## config.mk

```make
export PLATFORM = sky130hd
export DESIGN_NAME = idxh_ctrl
export DESIGN_NICKNAME = d
export VERILOG_FILES = /design/src/idxh_pkg.sv /design/src/idxh_ctrl.sv
export SDC_FILE = /design/constraint.sdc
export NUM_CORES = 1
export LEC_CHECK = 0
export BUFFER_PORTS_ARGS = -buffer_cell sky130_fd_sc_hd__buf_2
export CAP_MARGIN = 20
export CORE_AREA = 4 4 66 68
export DETAILED_ROUTE_END_ITERATION = 8
export DIE_AREA = 0 0 70 72
export PLACE_DENSITY_LB_ADDON = 0.15
export REMOVE_ABC_BUFFERS = 1
export SYNTH_ARGS = -nofsm -noshare
export SYNTH_HDL_FRONTEND = slang
export SYNTH_SLANG_ARGS = --single-unit
export TNS_END_PERCENT = 20
```

## constraint.sdc

```tcl
create_clock -name clk -period 3.6 [get_ports clk]
set_input_delay 0.36 -clock clk [delete_from_list [all_inputs] [get_ports clk]]
set_output_delay 0.36 -clock clk [all_outputs]
set_load 0.03 [all_outputs]
```

## src/idxh_pkg.sv

```systemverilog
`timescale 1ns / 1ps
// Shared constants, command and status codes, control structs and the rank compare of the heap.
package idxh_pkg;

	localparam int ELEMENTS   = 16384;
	localparam int HEAP_DEPTH = 16384;
	localparam int ELEM_W     = 14;
	localparam int SLOT_W     = 14;
	localparam int CNT_W      = 15;
	localparam int KEY_W      = 32;
	localparam int TAG_W      = 32;

	localparam logic [2:0] CMD_INSERT = 3'd0;
	localparam logic [2:0] CMD_ERASE  = 3'd1;
	localparam logic [2:0] CMD_UPDATE = 3'd2;
	localparam logic [2:0] CMD_POP    = 3'd3;
	localparam logic [2:0] CMD_LOCATE = 3'd4;
	localparam logic [2:0] CMD_CLEAR  = 3'd5;

	localparam logic [1:0] ST_OK    = 2'd0;
	localparam logic [1:0] ST_EMPTY = 2'd1;
	localparam logic [1:0] ST_FULL  = 2'd2;
	localparam logic [1:0] ST_BAD   = 2'd3;

	// Slot memory read address sources.
	localparam logic [2:0] SA_P      = 3'd0;
	localparam logic [2:0] SA_POSR   = 3'd1;
	localparam logic [2:0] SA_LAST   = 3'd2;
	localparam logic [2:0] SA_CNT    = 3'd3;
	localparam logic [2:0] SA_PARENT = 3'd4;
	localparam logic [2:0] SA_LEFT   = 3'd5;
	localparam logic [2:0] SA_RIGHT  = 3'd6;

	localparam logic EA_E    = 1'b0;
	localparam logic EA_SLOT = 1'b1;

	localparam logic [1:0] EW_NONE = 2'd0;
	localparam logic [1:0] EW_INS  = 2'd1;
	localparam logic [1:0] EW_UPD  = 2'd2;

	localparam logic [1:0] SW_NONE = 2'd0;
	localparam logic [1:0] SW_UP   = 2'd1;
	localparam logic [1:0] SW_BEST = 2'd2;
	localparam logic [1:0] SW_M    = 2'd3;

	localparam logic [2:0] I_HOLD   = 3'd0;
	localparam logic [2:0] I_COUNT  = 3'd1;
	localparam logic [2:0] I_P      = 3'd2;
	localparam logic [2:0] I_PARENT = 3'd3;
	localparam logic [2:0] I_BEST   = 3'd4;

	localparam logic [1:0] C_HOLD = 2'd0;
	localparam logic [1:0] C_INC  = 2'd1;
	localparam logic [1:0] C_DEC  = 2'd2;
	localparam logic [1:0] C_CLR  = 2'd3;

	localparam logic [2:0] M_HOLD   = 3'd0;
	localparam logic [2:0] M_INS    = 3'd1;
	localparam logic [2:0] M_UPD    = 3'd2;
	localparam logic [2:0] M_LAST   = 3'd3;
	localparam logic [2:0] M_LASTKT = 3'd4;

	localparam logic [1:0] B_HOLD  = 2'd0;
	localparam logic [1:0] B_INIT  = 2'd1;
	localparam logic [1:0] B_LEFT  = 2'd2;
	localparam logic [1:0] B_RIGHT = 2'd3;

	localparam logic [1:0] R_NONE = 2'd0;
	localparam logic [1:0] R_TAKE = 2'd1;
	localparam logic [1:0] R_M    = 2'd2;
	localparam logic [1:0] R_LOC  = 2'd3;

	typedef struct packed {
		logic       load;
		logic [2:0] slot_ra;
		logic       elem_ra;
		logic [1:0] elem_wr;
		logic [1:0] slot_wr;
		logic [2:0] i_op;
		logic [1:0] cnt_op;
		logic [2:0] m_op;
		logic [1:0] best_op;
		logic [1:0] res_op;
		logic       moved_set;
		logic       set_status;
		logic [1:0] status_code;
	} ctrl_t;

	typedef struct packed {
		logic [2:0] cmd;
		logic       full;
		logic       empty;
		logic       pos_bad;
		logic       present;
		logic       up_above;
		logic       i_zero;
		logic       left_out;
		logic       right_out;
		logic       best_at_i;
		logic       last_at_p;
		logic       moved;
	} stat_t;

	// True when element a must sit above element b under the given mode.
	function automatic logic above(input logic mode,
			input logic signed [KEY_W-1:0] ka, input logic [TAG_W-1:0] ta,
			input logic signed [KEY_W-1:0] kb, input logic [TAG_W-1:0] tb);
		logic a_over_b;
		logic b_over_a;
		a_over_b = (ka > kb) || ((ka == kb) && (ta < tb));
		b_over_a = (kb > ka) || ((ka == kb) && (tb < ta));
		return mode ? a_over_b : b_over_a;
	endfunction

endpackage

```

## src/idxh_ctrl.sv

```systemverilog
`timescale 1ns / 1ps
// Command sequencer of the heap: checks, sift up and sift down steps.
module idxh_ctrl import idxh_pkg::*; (
	input  logic  clk,
	input  logic  arst_n,
	input  logic  start,
	input  stat_t st,
	output ctrl_t ctl,
	output logic  busy,
	output logic  done
);

	localparam logic [4:0] S_IDLE     = 5'd0;
	localparam logic [4:0] S_DISPATCH = 5'd1;
	localparam logic [4:0] S_CHK_SLOT = 5'd2;
	localparam logic [4:0] S_CHK_CMP  = 5'd3;
	localparam logic [4:0] S_LOC_DONE = 5'd4;
	localparam logic [4:0] S_RD_E     = 5'd5;
	localparam logic [4:0] S_RD_K     = 5'd6;
	localparam logic [4:0] S_RD_L     = 5'd7;
	localparam logic [4:0] S_RD_LK    = 5'd8;
	localparam logic [4:0] S_UP_RD    = 5'd9;
	localparam logic [4:0] S_UP_E     = 5'd10;
	localparam logic [4:0] S_UP_CMP   = 5'd11;
	localparam logic [4:0] S_DN_L     = 5'd12;
	localparam logic [4:0] S_DN_LE    = 5'd13;
	localparam logic [4:0] S_DN_LC    = 5'd14;
	localparam logic [4:0] S_DN_RE    = 5'd15;
	localparam logic [4:0] S_DN_RC    = 5'd16;
	localparam logic [4:0] S_DN_DEC   = 5'd17;
	localparam logic [4:0] S_DN_END   = 5'd18;
	localparam logic [4:0] S_PLACE    = 5'd19;
	localparam logic [4:0] S_FINISH   = 5'd20;

	logic [4:0] state_q;
	logic [4:0] state_d;
	logic [4:0] up_end;

	// Where a sift up ends: an update that did not climb goes on to sink.
	assign up_end = ((st.cmd == CMD_UPDATE) && !st.moved) ? S_DN_L : S_PLACE;

	always_comb begin
		ctl = '0;
		state_d = state_q;
		unique case (state_q)
			S_IDLE: begin
				if (start) begin
					ctl.load = 1'b1;
					state_d = S_DISPATCH;
				end
			end
			S_DISPATCH: begin
				case (st.cmd) inside
					CMD_INSERT: begin
						if (st.full) begin
							ctl.set_status = 1'b1;
							ctl.status_code = ST_FULL;
							state_d = S_FINISH;
						end else begin
							state_d = S_CHK_SLOT;
						end
					end
					CMD_LOCATE: state_d = S_CHK_SLOT;
					CMD_ERASE, CMD_UPDATE: begin
						if (st.pos_bad) begin
							ctl.set_status = 1'b1;
							ctl.status_code = ST_BAD;
							state_d = S_FINISH;
						end else begin
							ctl.slot_ra = SA_P;
							state_d = S_RD_E;
						end
					end
					CMD_POP: begin
						if (st.empty) begin
							ctl.set_status = 1'b1;
							ctl.status_code = ST_EMPTY;
							state_d = S_FINISH;
						end else begin
							ctl.slot_ra = SA_P;
							state_d = S_RD_E;
						end
					end
					CMD_CLEAR: begin
						ctl.cnt_op = C_CLR;
						state_d = S_FINISH;
					end
					default: state_d = S_FINISH;
				endcase
			end
			S_CHK_SLOT: begin
				ctl.slot_ra = SA_POSR;
				state_d = S_CHK_CMP;
			end
			S_CHK_CMP: begin
				if (st.cmd == CMD_INSERT) begin
					if (st.present) begin
						ctl.set_status = 1'b1;
						ctl.status_code = ST_BAD;
						state_d = S_FINISH;
					end else begin
						ctl.elem_wr = EW_INS;
						ctl.m_op = M_INS;
						ctl.i_op = I_COUNT;
						ctl.cnt_op = C_INC;
						state_d = S_UP_RD;
					end
				end else begin
					if (st.present) begin
						ctl.elem_ra = EA_E;
						state_d = S_LOC_DONE;
					end else begin
						ctl.set_status = 1'b1;
						ctl.status_code = ST_BAD;
						state_d = S_FINISH;
					end
				end
			end
			S_LOC_DONE: begin
				ctl.res_op = R_LOC;
				state_d = S_FINISH;
			end
			S_RD_E: begin
				ctl.slot_ra = SA_P;
				ctl.elem_ra = EA_SLOT;
				state_d = S_RD_K;
			end
			S_RD_K: begin
				if (st.cmd == CMD_UPDATE) begin
					ctl.elem_wr = EW_UPD;
					ctl.m_op = M_UPD;
					ctl.i_op = I_P;
					state_d = S_UP_RD;
				end else begin
					ctl.res_op = R_TAKE;
					ctl.cnt_op = C_DEC;
					if (st.last_at_p) begin
						state_d = S_FINISH;
					end else begin
						ctl.slot_ra = SA_LAST;
						state_d = S_RD_L;
					end
				end
			end
			S_RD_L: begin
				ctl.slot_ra = SA_CNT;
				ctl.elem_ra = EA_SLOT;
				ctl.m_op = M_LAST;
				state_d = S_RD_LK;
			end
			S_RD_LK: begin
				ctl.m_op = M_LASTKT;
				ctl.i_op = I_P;
				state_d = S_DN_L;
			end
			S_UP_RD: begin
				if (st.i_zero) begin
					state_d = up_end;
				end else begin
					ctl.slot_ra = SA_PARENT;
					state_d = S_UP_E;
				end
			end
			S_UP_E: begin
				ctl.slot_ra = SA_PARENT;
				ctl.elem_ra = EA_SLOT;
				state_d = S_UP_CMP;
			end
			S_UP_CMP: begin
				if (st.up_above) begin
					ctl.slot_wr = SW_UP;
					ctl.i_op = I_PARENT;
					ctl.moved_set = 1'b1;
					state_d = S_UP_RD;
				end else begin
					state_d = up_end;
				end
			end
			S_DN_L: begin
				if (st.left_out) begin
					state_d = S_DN_END;
				end else begin
					ctl.best_op = B_INIT;
					ctl.slot_ra = SA_LEFT;
					state_d = S_DN_LE;
				end
			end
			S_DN_LE: begin
				ctl.slot_ra = SA_LEFT;
				ctl.elem_ra = EA_SLOT;
				state_d = S_DN_LC;
			end
			S_DN_LC: begin
				ctl.best_op = B_LEFT;
				if (st.right_out) begin
					state_d = S_DN_DEC;
				end else begin
					ctl.slot_ra = SA_RIGHT;
					state_d = S_DN_RE;
				end
			end
			S_DN_RE: begin
				ctl.slot_ra = SA_RIGHT;
				ctl.elem_ra = EA_SLOT;
				state_d = S_DN_RC;
			end
			S_DN_RC: begin
				ctl.best_op = B_RIGHT;
				state_d = S_DN_DEC;
			end
			S_DN_DEC: begin
				if (st.best_at_i) begin
					state_d = S_DN_END;
				end else begin
					ctl.slot_wr = SW_BEST;
					ctl.i_op = I_BEST;
					ctl.moved_set = 1'b1;
					state_d = S_DN_L;
				end
			end
			S_DN_END: begin
				// An erased slot whose filler did not sink may have to climb instead.
				if ((st.cmd == CMD_ERASE) && !st.moved) begin
					state_d = S_UP_RD;
				end else begin
					state_d = S_PLACE;
				end
			end
			S_PLACE: begin
				ctl.slot_wr = SW_M;
				if ((st.cmd == CMD_INSERT) || (st.cmd == CMD_UPDATE)) begin
					ctl.res_op = R_M;
				end
				state_d = S_FINISH;
			end
			S_FINISH: state_d = S_IDLE;
			default: state_d = S_IDLE;
		endcase
	end

	always_ff @(posedge clk or negedge arst_n) begin
		if (!arst_n) begin
			state_q <= S_IDLE;
		end else begin
			state_q <= state_d;
		end
	end

	assign busy = (state_q != S_IDLE);
	assign done = (state_q == S_FINISH);

endmodule

```

==> results of run 1 <==
## layer usage
metal	track usage [%]	part of all wire, %	wire length, um
met1	21.1	45	1790
met2	25.5	47	1870
met3	3.88	7.3	294
met4	2.55	1.2	48
met5	0	0	0
## metrics by stage
stage | std cells | total power, mW
2_1_floorplan | 170 | 0.685
3_3_place_gp | 264 | 0.923
3_5_place_dp | 264 | 0.912
4_1_cts | 269 | 1.02
5_1_grt | 269 | 1.11
6_report | 269 | 1.02
## synthesized netlist by cell type (all sizes together) (2+ instances only)
master / n
o2111ai: 2
buf: 12
and2: 3
nor4b: 2
a211o: 3
a21oi: 17
clkbuf: 2
nor2: 24
ha: 2
nand2: 20
nand3b: 3
a2bb2oi: 2
nor3: 9
a31oi: 3
a21boi: 2
o21ai: 11
nand3: 4
nand4: 4
o21a: 2
o22ai: 2
a2111oi: 2
inv: 10
a211oi: 2
o31ai: 2
nand2b: 7
nor2b: 4
dfrtp: 5
or3b: 2
## cell type report
cell class,count,area (um2)
Tap cell,50,62.6
Multi-Input combinational cell,154,931
Fill cell,444,2420
Inverter,11,41.3
Timing Repair Buffer,45,233
Clock buffer,4,45.0
Sequential cell,5,125
## where the power goes
group	switching [mW]	total [mW]	leakage, nW	internal, mW
combinational	0.458	0.707	0.599	0.248
clock	0.0297	0.106	0.0228	0.0762
sequential	0.127	0.208	0.0642	0.0807
## logic make-up (layout without fill, tap and decap cells)
logic type / count (synthesis) / after routing / share of synthesized area (%)
AOI/OAI and AO/OA: 60 / 60 / 34.0
xor gates and xnor gates: 2 / 2 / 1.50
adders and majority gates: 2 / 2 / 2.14
buffers and inverters: 25 / 60 / 9.64
and+or+nand+nor: 88 / 88 / 40.2
muxes: 2 / 2 / 1.82
DFF: 5 / 5 / 10.7
## worst max-delay path: stages (launching register included)
cell,delay [ns]
dfrtp_1,0.62
nand2b_1,0.36
or3_1,0.41
nor3_1,0.22
a21oi_1,0.08
o21ai_0,0.11
buf_2,0.24
## path summary, 6_finish.rpt
| kind | from | to | slack (ns) |
|---|---|---|---|
| max | state_q[0] | ctl[22] | 0.97 |
| min | arst_n | state_q[3] | 0.48 |
| max reg2reg | state_q[1] | state_q[3] | 1.51 |
| min reg2reg | state_q[4] | state_q[3] | 0.91 |
| max in group asynchronous | arst_n | state_q[4] | 2.98 |
| min in group clk | st[10] | state_q[4] | 0.50 |
## timing repair
action                                  4_1_cts  5_1_grt
resized for setup                             0        0
hold buffers                                  1        0
endpoints found under the setup margin        0        0
endpoints found under the hold margin         5        0
setup buffers                                 0        0
==> qor.yml, run 1 <==
status: "finished, final reports clean"
ir_drop_mv: 0.232
drt_pass1_iterations: 4
drtAntennaViolNets: 0
initial_utilization_pct: 30.3
final_cell_mix: "buf_2, nor2_1, nand2_1, a21oi_1, o21ai_0"
fmax_mhz: 381
max-slew-margin-rel_pct: 54.1
synth_top_area_cell: "dfrtp_1"
ys_async_sr_fraction_pct: 100
start_kind: "flop"
via_count: 1482
dp_hpwl_mm: 3.16
place_congestion: 0.851
hold_viol: 0
drv_slew: 0
ys_seq_elements: 5
cap_violations: 0
worst_setup_path_end_kind: "primary output"
avgSynthCellArea_um2: 6.35
min_period_ns: 2.63
place.port_buffers: 43
worst_hold_path_type: "input pin to async pin"
top_regs: "state_q x5"
die_area_um2: 5040
cts_buffers: 3
dpl_worst_slack_ns: 1.22
area_delta_synth_final_pct: 23.0
track_usage_pct: 15.5
yosysTopAreaCellShare_pct: 10.7
synth.distinct_cells: 59
ios: 44
core.rowCount: 23
wl_per_cell_um: 14.9
synthesis.area_um2: 1170
drive_above_1_share_pct: 26.0
ys_seq_area_share_pct: 10.7
layout_commonest_cell: "buf_2"
htree_levels: 1
skew_ns: 0.00389
synth.area.top_cells: "dfrtp_1, nor2_1, a21oi_1, nand2_1, o21ai_0"
cts.sinks: 5
placed_area_um2: 1380
critPathRequiredTime_ns: 3.24
antenna_cells: 0
fin_nets: 239
largest_register_ffs: 5
grt_pass1_vias: 1333
root_buffer: "clkbuf_8"
ys_warn_count: 0
holdWs_ns: 0.481
drtIter0Drc: 84
core_um2: 3860
cts_buffer_depth: 2
postSynthCellCount: 184
rsz0062_at_grt: "false"
cts_tree: "built"
fin_crit_sh_pct: 73.0
ys.flop_type: "dfrtp_1"
via_per_inst: 5.51
design_area_um2: 1440
synth_edf_count: 0
top_register: "state_q"
worstSkewPairLatency_ns: 0.23
final_util_pct: 37.3
fin_tns_setup_ns: 0
drc: 0
cp_max_fo: 21
timing_worst_slew_pin_value_ns: 0.688
die_height_um: 72
clk_pin_slew_ns: 0.04
timing_worst_setup_path_type: "flop to primary output"
grt_pass1_wl_mm: 6.44
setup_slack_ns: 0.973
wirelength_mm: 4.00
dieWidth_um: 70
grt_max_degree: 22
finalSetupViolCount: 0
reg2regPathDepth: 5
p_leak_nw: 0.686
p_per_area_nw_per_um2: 710
antenna_found_initial: 0
grt-ovfl-total: 0
cp_data_arrival_time_ns: 2.27
Power figures use the tool's default switching activity.
==> inputs of run 2 (changes only) <==
==> constraint.sdc (replaced) <==
create_clock -name clk -period 2.2 [get_ports clk]
set_input_delay 0.22 -clock clk [delete_from_list [all_inputs] [get_ports clk]]
set_output_delay 0.22 -clock clk [all_outputs]
set_load 0.03 [all_outputs]
==> qor.yml, run 2 (synthesized netlist as in run 1, its figures left out) <==
drv_slew: 0  # unchanged
finalSetupViolCount: 0  # unchanged
cts.sinks: 5  # unchanged
fin_tns_setup_ns: 0  # unchanged
design_area_um2: 1570  # +9.1%
max-slew-margin-rel_pct: 59.0  # +4.8 points
critPathRequiredTime_ns: 1.98  # -1.26 ns
switching_share_pct: 56.3  # -4.0 points
p_leak_nw: 0.752  # +9.6%
root_buffer: "clkbuf_8"
cts_buffer_depth: 2  # unchanged
dieWidth_um: 70  # unchanged
p_clk_share_pct: 9.1  # -1.3 points
dp_hpwl_mm: 3.40  # +7.5%
via_count: 1541  # +4.0%
status: "finished, final reports clean"
fmax_mhz: 473
clk_pin_slew_ns: 0.04  # about the same
final_util_pct: 40.7  # +3.4 points
cts_buffers: 3  # unchanged
antenna_cells: 0  # unchanged
highest_layer: "met4"
top_regs: "state_q x5"
drtAntennaViolNets: 0  # unchanged
htree_levels: 1  # unchanged
drc: 0  # unchanged
p_int_mw: 0.828  # +100%
pwr-share-comb_pct: 76.7  # +7.5 points
cp_max_fo: 8  # -62%
top_register: "state_q"
wirelength_mm: 4.34  # +8.4%
die_area_um2: 5040  # unchanged
holdWs_ns: 0.348  # -0.133 ns
skew_ns: 0.00443  # +0.000543 ns
timing_worst_slew_pin_value_ns: 0.614  # -0.0739 ns
final_cell_mix: "buf_2, nor2_1, nand2_1, a21oi_1, buf_4"
placed_area_um2: 1450  # +4.9%
grt_pass1_wl_mm: 6.87  # +6.6%
wl_met3_um: 323  # +9.9%
track_usage_pct: 16.6  # +1.1 points
place_congestion: 0.906  # +6.5%
p_per_area_nw_per_um2: 1210  # +70%
drtIter0Drc: 152  # +81%
grt_pass1_vias: 1399  # +5.0%
cap_violations: 0  # unchanged
via_per_inst: 5.45  # -1.2%
worst_setup_path_end_kind: "primary output"
cp_data_arrival_time_ns: 1.89  # -0.38 ns
fin_crit_sh_pct: 96.1
wl_per_cell_um: 15.3  # +3.1%
antenna_found_initial: 0  # unchanged
cts_tree: "built"
ir_drop_mv: 0.463  # +100%
area_delta_synth_final_pct: 34.3
grt-ovfl-total: 0  # unchanged
fin_nets: 253  # +5.9%
timing_worst_setup_path_type: "flop to primary output"
layout_commonest_cell: "buf_2"
switchingPower_mw: 1.07  # +73%
hold_viol: 0  # unchanged
die_height_um: 72  # unchanged
wl_met1_mm: 2.01  # +12%
core_um2: 3860  # unchanged
min_period_ns: 2.11
ios: 44  # unchanged
worstSkewPairLatency_ns: 0.22  # about the same
drt_pass1_iterations: 4  # unchanged
grt_max_degree: 14  # -36%
initial_utilization_pct: 30.3  # unchanged
p_seq_share_pct: 14.2  # -6.2 points
place.port_buffers: 43  # unchanged
drive_above_1_share_pct: 34.8  # +8.7 points
start_kind: "flop"
largest_register_ffs: 5  # unchanged
core.rowCount: 23  # unchanged
wl_met2_mm: 1.94  # +3.6%
worst_hold_path_type: "input pin to async pin"
[run 2: power by group through the flow]
| stage | Clock, mW | Combinational [mW] | Sequential, mW |
|---|---|---|---|
| after CTS | 0.170 | 1.40 | 0.259 |
| after global routing | 0.181 | 1.58 | 0.281 |
| after global placement | 0 | 1.35 | 0.269 |
| final | 0.172 | 1.45 | 0.270 |
| after floorplan | 0 | 0.825 | 0.296 |
| after detailed placement | 0 | 1.34 | 0.270 |
[run 2: critical path, stage by stage (launching register included)]
cell and delay [ns]:
dfrtp_2 0.41, buf_4 0.15, or3b_1 0.49, a21oi_1 0.27
and2_1 0.16, buf_2 0.19
[run 2: cell type report]
cell class | instances | area, um2
inverter | 11 | 41.3
multi-input combinational | 154 | 948
tap | 50 | 62.6
clock buffer | 4 | 45.0
fill | 461 | 2290
timing repair buffer | 59 | 340
sequential | 5 | 131
[run 2: timing repair]
| item | in CTS | in global routing |
|---|---|---|
| pin swaps | 0 | 1 |
| setup buffers | 3 | 2 |
| gates resized for setup | 3 | 8 |
| endpoints found under the hold margin | 5 | 0 |
| setup endpoints to repair | 2 | 8 |
| gates cloned | 0 | 0 |
| hold buffers | 1 | 0 |
[run 2: worst paths after layout]
kind,startpoint,endpoint,slack (ns),cells past startpoint
max,state_q[4],ctl[17],0.09,5
min,arst_n,state_q[3],0.35,2
max reg2reg,state_q[4],state_q[4],0.40,6
min reg2reg,state_q[4],state_q[1],0.73,2
max in group asynchronous,arst_n,state_q[4],1.70,2
min in group clk,st[10],state_q[4],0.37,3
[run 2: metrics by stage]
stage	power, mW	worst slack [ns]	instances
final	1.89	0.0850	283
after global placement	1.62	0.161	273
after floorplan	1.12	-0.574	170
after global routing	2.04	-0.00539	283
after detailed placement	1.61	0.118	273
after CTS	1.83	0.0111	281
[run 2: metal layers]
metal	vias up	track usage, %
met2	63	26.4
met5	-	0
met1	703	22.9
met3	8	4.16
li1	767	-
met4	0	3.62
==> inputs of run 3 (changes only) <==
--- a/config.mk
+++ b/config.mk
@@ -7,9 +7,9 @@
 export LEC_CHECK = 0
 export BUFFER_PORTS_ARGS = -buffer_cell sky130_fd_sc_hd__buf_2
 export CAP_MARGIN = 20
-export CORE_AREA = 4 4 66 68
+export CORE_AREA = 4 4 69 65
 export DETAILED_ROUTE_END_ITERATION = 8
-export DIE_AREA = 0 0 70 72
+export DIE_AREA = 0 0 73 69
 export PLACE_DENSITY_LB_ADDON = 0.15
 export REMOVE_ABC_BUFFERS = 1
 export SYNTH_ARGS = -nofsm -noshare
==> qor.yml, run 3 (synthesized netlist as in run 1, its figures left out) <==
status: "finished, final reports clean"
die_area_um2: 5040  # about the same
grt_pass1_vias: 1461  # +4.4%
highest_layer: "met4"
cp_max_fo: 8  # unchanged
critPathCapture: "ctl[14]"
critPathRequiredTime_ns: 1.98  # about the same
fin_tns_setup_ns: 0  # unchanged
grt_pass1_wl_mm: 7.20  # +4.8%
drive_above_1_share_pct: 32.9  # -1.9 points
drc: 0  # unchanged
ir_drop_mv: 0.559  # +21%
via_per_inst: 5.65  # +3.8%
cts_buffers: 3  # unchanged
drt_pass1_iterations: 4  # unchanged
holdWs_ns: 0.347  # -0.000892 ns
worst_hold_path_type: "input pin to async pin"
antenna_cells: 0  # unchanged
switchingPower_mw: 1.07  # +0.46%
largest_register_ffs: 5  # unchanged
initial_utilization_pct: 31.5  # +1.2 points
drtIter0Drc: 192  # +26%
wl_met3_um: 349  # +8.0%
fin_cells: 280  # -1.1%
pwr-share-comb_pct: 78.5  # +1.8 points
r2r_setup_slack_ns: 0.39  # about the same
grt_max_degree: 16  # +2
worstReg2RegStart: "state_q[2]"
clk_pin_slew_ns: 0.04  # about the same
htree_levels: 1  # unchanged
worstSkewPairLatency_ns: 0.22  # about the same
grt-ovfl-total: 0  # unchanged
switching_share_pct: 56.7  # +0.42 points
wl_met2_mm: 1.96  # +1.3%
p_int_mw: 0.818  # -1.3%
core.rowCount: 21  # -8.7%
fin_crit_sh_pct: 97.2  # +1.0 points
dp_hpwl_mm: 3.61  # +6.4%
track_usage_pct: 17.8  # +1.1 points
place.port_buffers: 43  # unchanged
antenna_found_initial: 0  # unchanged
cp_data_arrival_time_ns: 1.92  # +0.03 ns
skew_ns: 0.00150  # -0.00293 ns
core_um2: 3700  # -3.9%
wl_met1_mm: 2.06  # +2.4%
dpl.cell_count: 275  # +0.73%
cap_violations: 0  # unchanged
p_leak_nw: 0.766  # +1.8%
cts_tree: "built"
timing_worst_slew_pin_value_ns: 0.547  # -0.0672 ns
cts_buffer_depth: 2  # unchanged
start_kind: "flop"
startpoint: "state_q[0]"
min_period_ns: 2.14  # +0.0228 ns
drtAntennaViolNets: 0  # unchanged
area_delta_synth_final_pct: 34.3  # unchanged
root_buffer: "clkbuf_8"
p_per_area_nw_per_um2: 1200  # -0.29%
fmax_mhz: 468  # -1.1%
ios: 44  # unchanged
finalPower_mw: 1.89  # -0.29%
finalSetupViolCount: 0  # unchanged
top_register: "state_q"
wirelength_mm: 4.47  # +2.9%
post-cts-setup-buffer-count: 0  # -3
dieWidth_um: 73  # +4.3%
place_congestion: 0.957  # +5.6%
layout_commonest_cell: "buf_2"
cts.sinks: 5  # unchanged
final_cell_mix: "buf_2, nor2_1, nand2_1, a21oi_1, buf_4"
die_height_um: 69  # -4.2%
hold_viol: 0  # unchanged
p_clk_share_pct: 9.2  # about the same
r2r-end: "state_q[3]"
reg2regPathDepth: 5  # -1
max-slew-margin-rel_pct: 63.4  # +4.5 points
wl_per_cell_um: 16.0  # +4.0%
fin_nets: 254  # +0.40%
drv_slew: 0  # unchanged
top_regs: "state_q x5"
p_seq_share_pct: 12.3  # -1.9 points
worst_setup_path_end_kind: "primary output"
timing_worst_setup_path_type: "flop to primary output"
via_count: 1583  # +2.7%
## run 3: cell types whose count changed in the layout (fill, tap and decap cells not counted), sizes merged
cell  change
buf       +1
## run 3: power groups by stage
| stage | sequential, mW | combinational (mW) | clock, mW |
|---|---|---|---|
| 2_1_floorplan | 0.296 | 0.825 | 0 |
| 3_3_place_gp | 0.224 | 1.46 | 0 |
| 3_5_place_dp | 0.223 | 1.44 | 0 |
| 4_1_cts | 0.223 | 1.46 | 0.178 |
| 5_1_grt | 0.240 | 1.60 | 0.188 |
| 6_report | 0.232 | 1.48 | 0.174 |
## run 3: final cells by class
class	instances	area (um2)
Tap cell	46	57.6
Clock buffer	4	45.0
Inverter	11	41.3
Fill cell	418	2140
Multi-Input combinational cell	154	951
Timing Repair Buffer	60	348
Sequential cell	5	126
## run 3: through the flow
| stage | utilization, % | setup WS, ns | cell area (um2) |
|---|---|---|---|
| 2_1_floorplan | - | -0.574 | 1100 |
| 3_3_place_gp | 40.2 | 0.263 | 1490 |
| 3_5_place_dp | 40.2 | 0.241 | 1490 |
| 4_1_cts | 41.8 | 0.0239 | 1550 |
| 5_1_grt | 42.4 | -0.0247 | 1570 |
| 6_report | 42.4 | 0.0622 | 1570 |
## run 3: critical path: stages (launching register included)
cell and delay, ns:
dfrtp_1 0.48, nand2b_1 0.22, buf_4 0.17, nor3_1 0.31, nand2_1 0.18, o21ai_0 0.11, buf_2 0.22
## run 3: worst min-delay path by stage
stage	depth (start not counted)	to	slack, ns
2_1_floorplan	0	state_q[0]	-0.08
3_3_place_gp	1	state_q[3]	0.05
3_5_place_dp	1	state_q[1]	0.05
4_1_cts	2	state_q[2]	0.35
5_1_grt	2	state_q[2]	0.35
6_report	2	state_q[2]	0.35
## run 3: per-layer routing
| layer | global-route usage (%) | vias to the layer above |
|---|---|---|
| li1 | - | 772 |
| met1 | 24.6 | 729 |
| met2 | 26.8 | 68 |
| met3 | 4.36 | 14 |
| met4 | 5.12 | 0 |
| met5 | 0 | - |
## run 3: timing repair
item | in CTS | in global routing
endpoints found under the setup margin | 1 | 6
hold buffers | 1 | 0
hold endpoints to repair | 5 | 0
resized for setup | 1 | 6
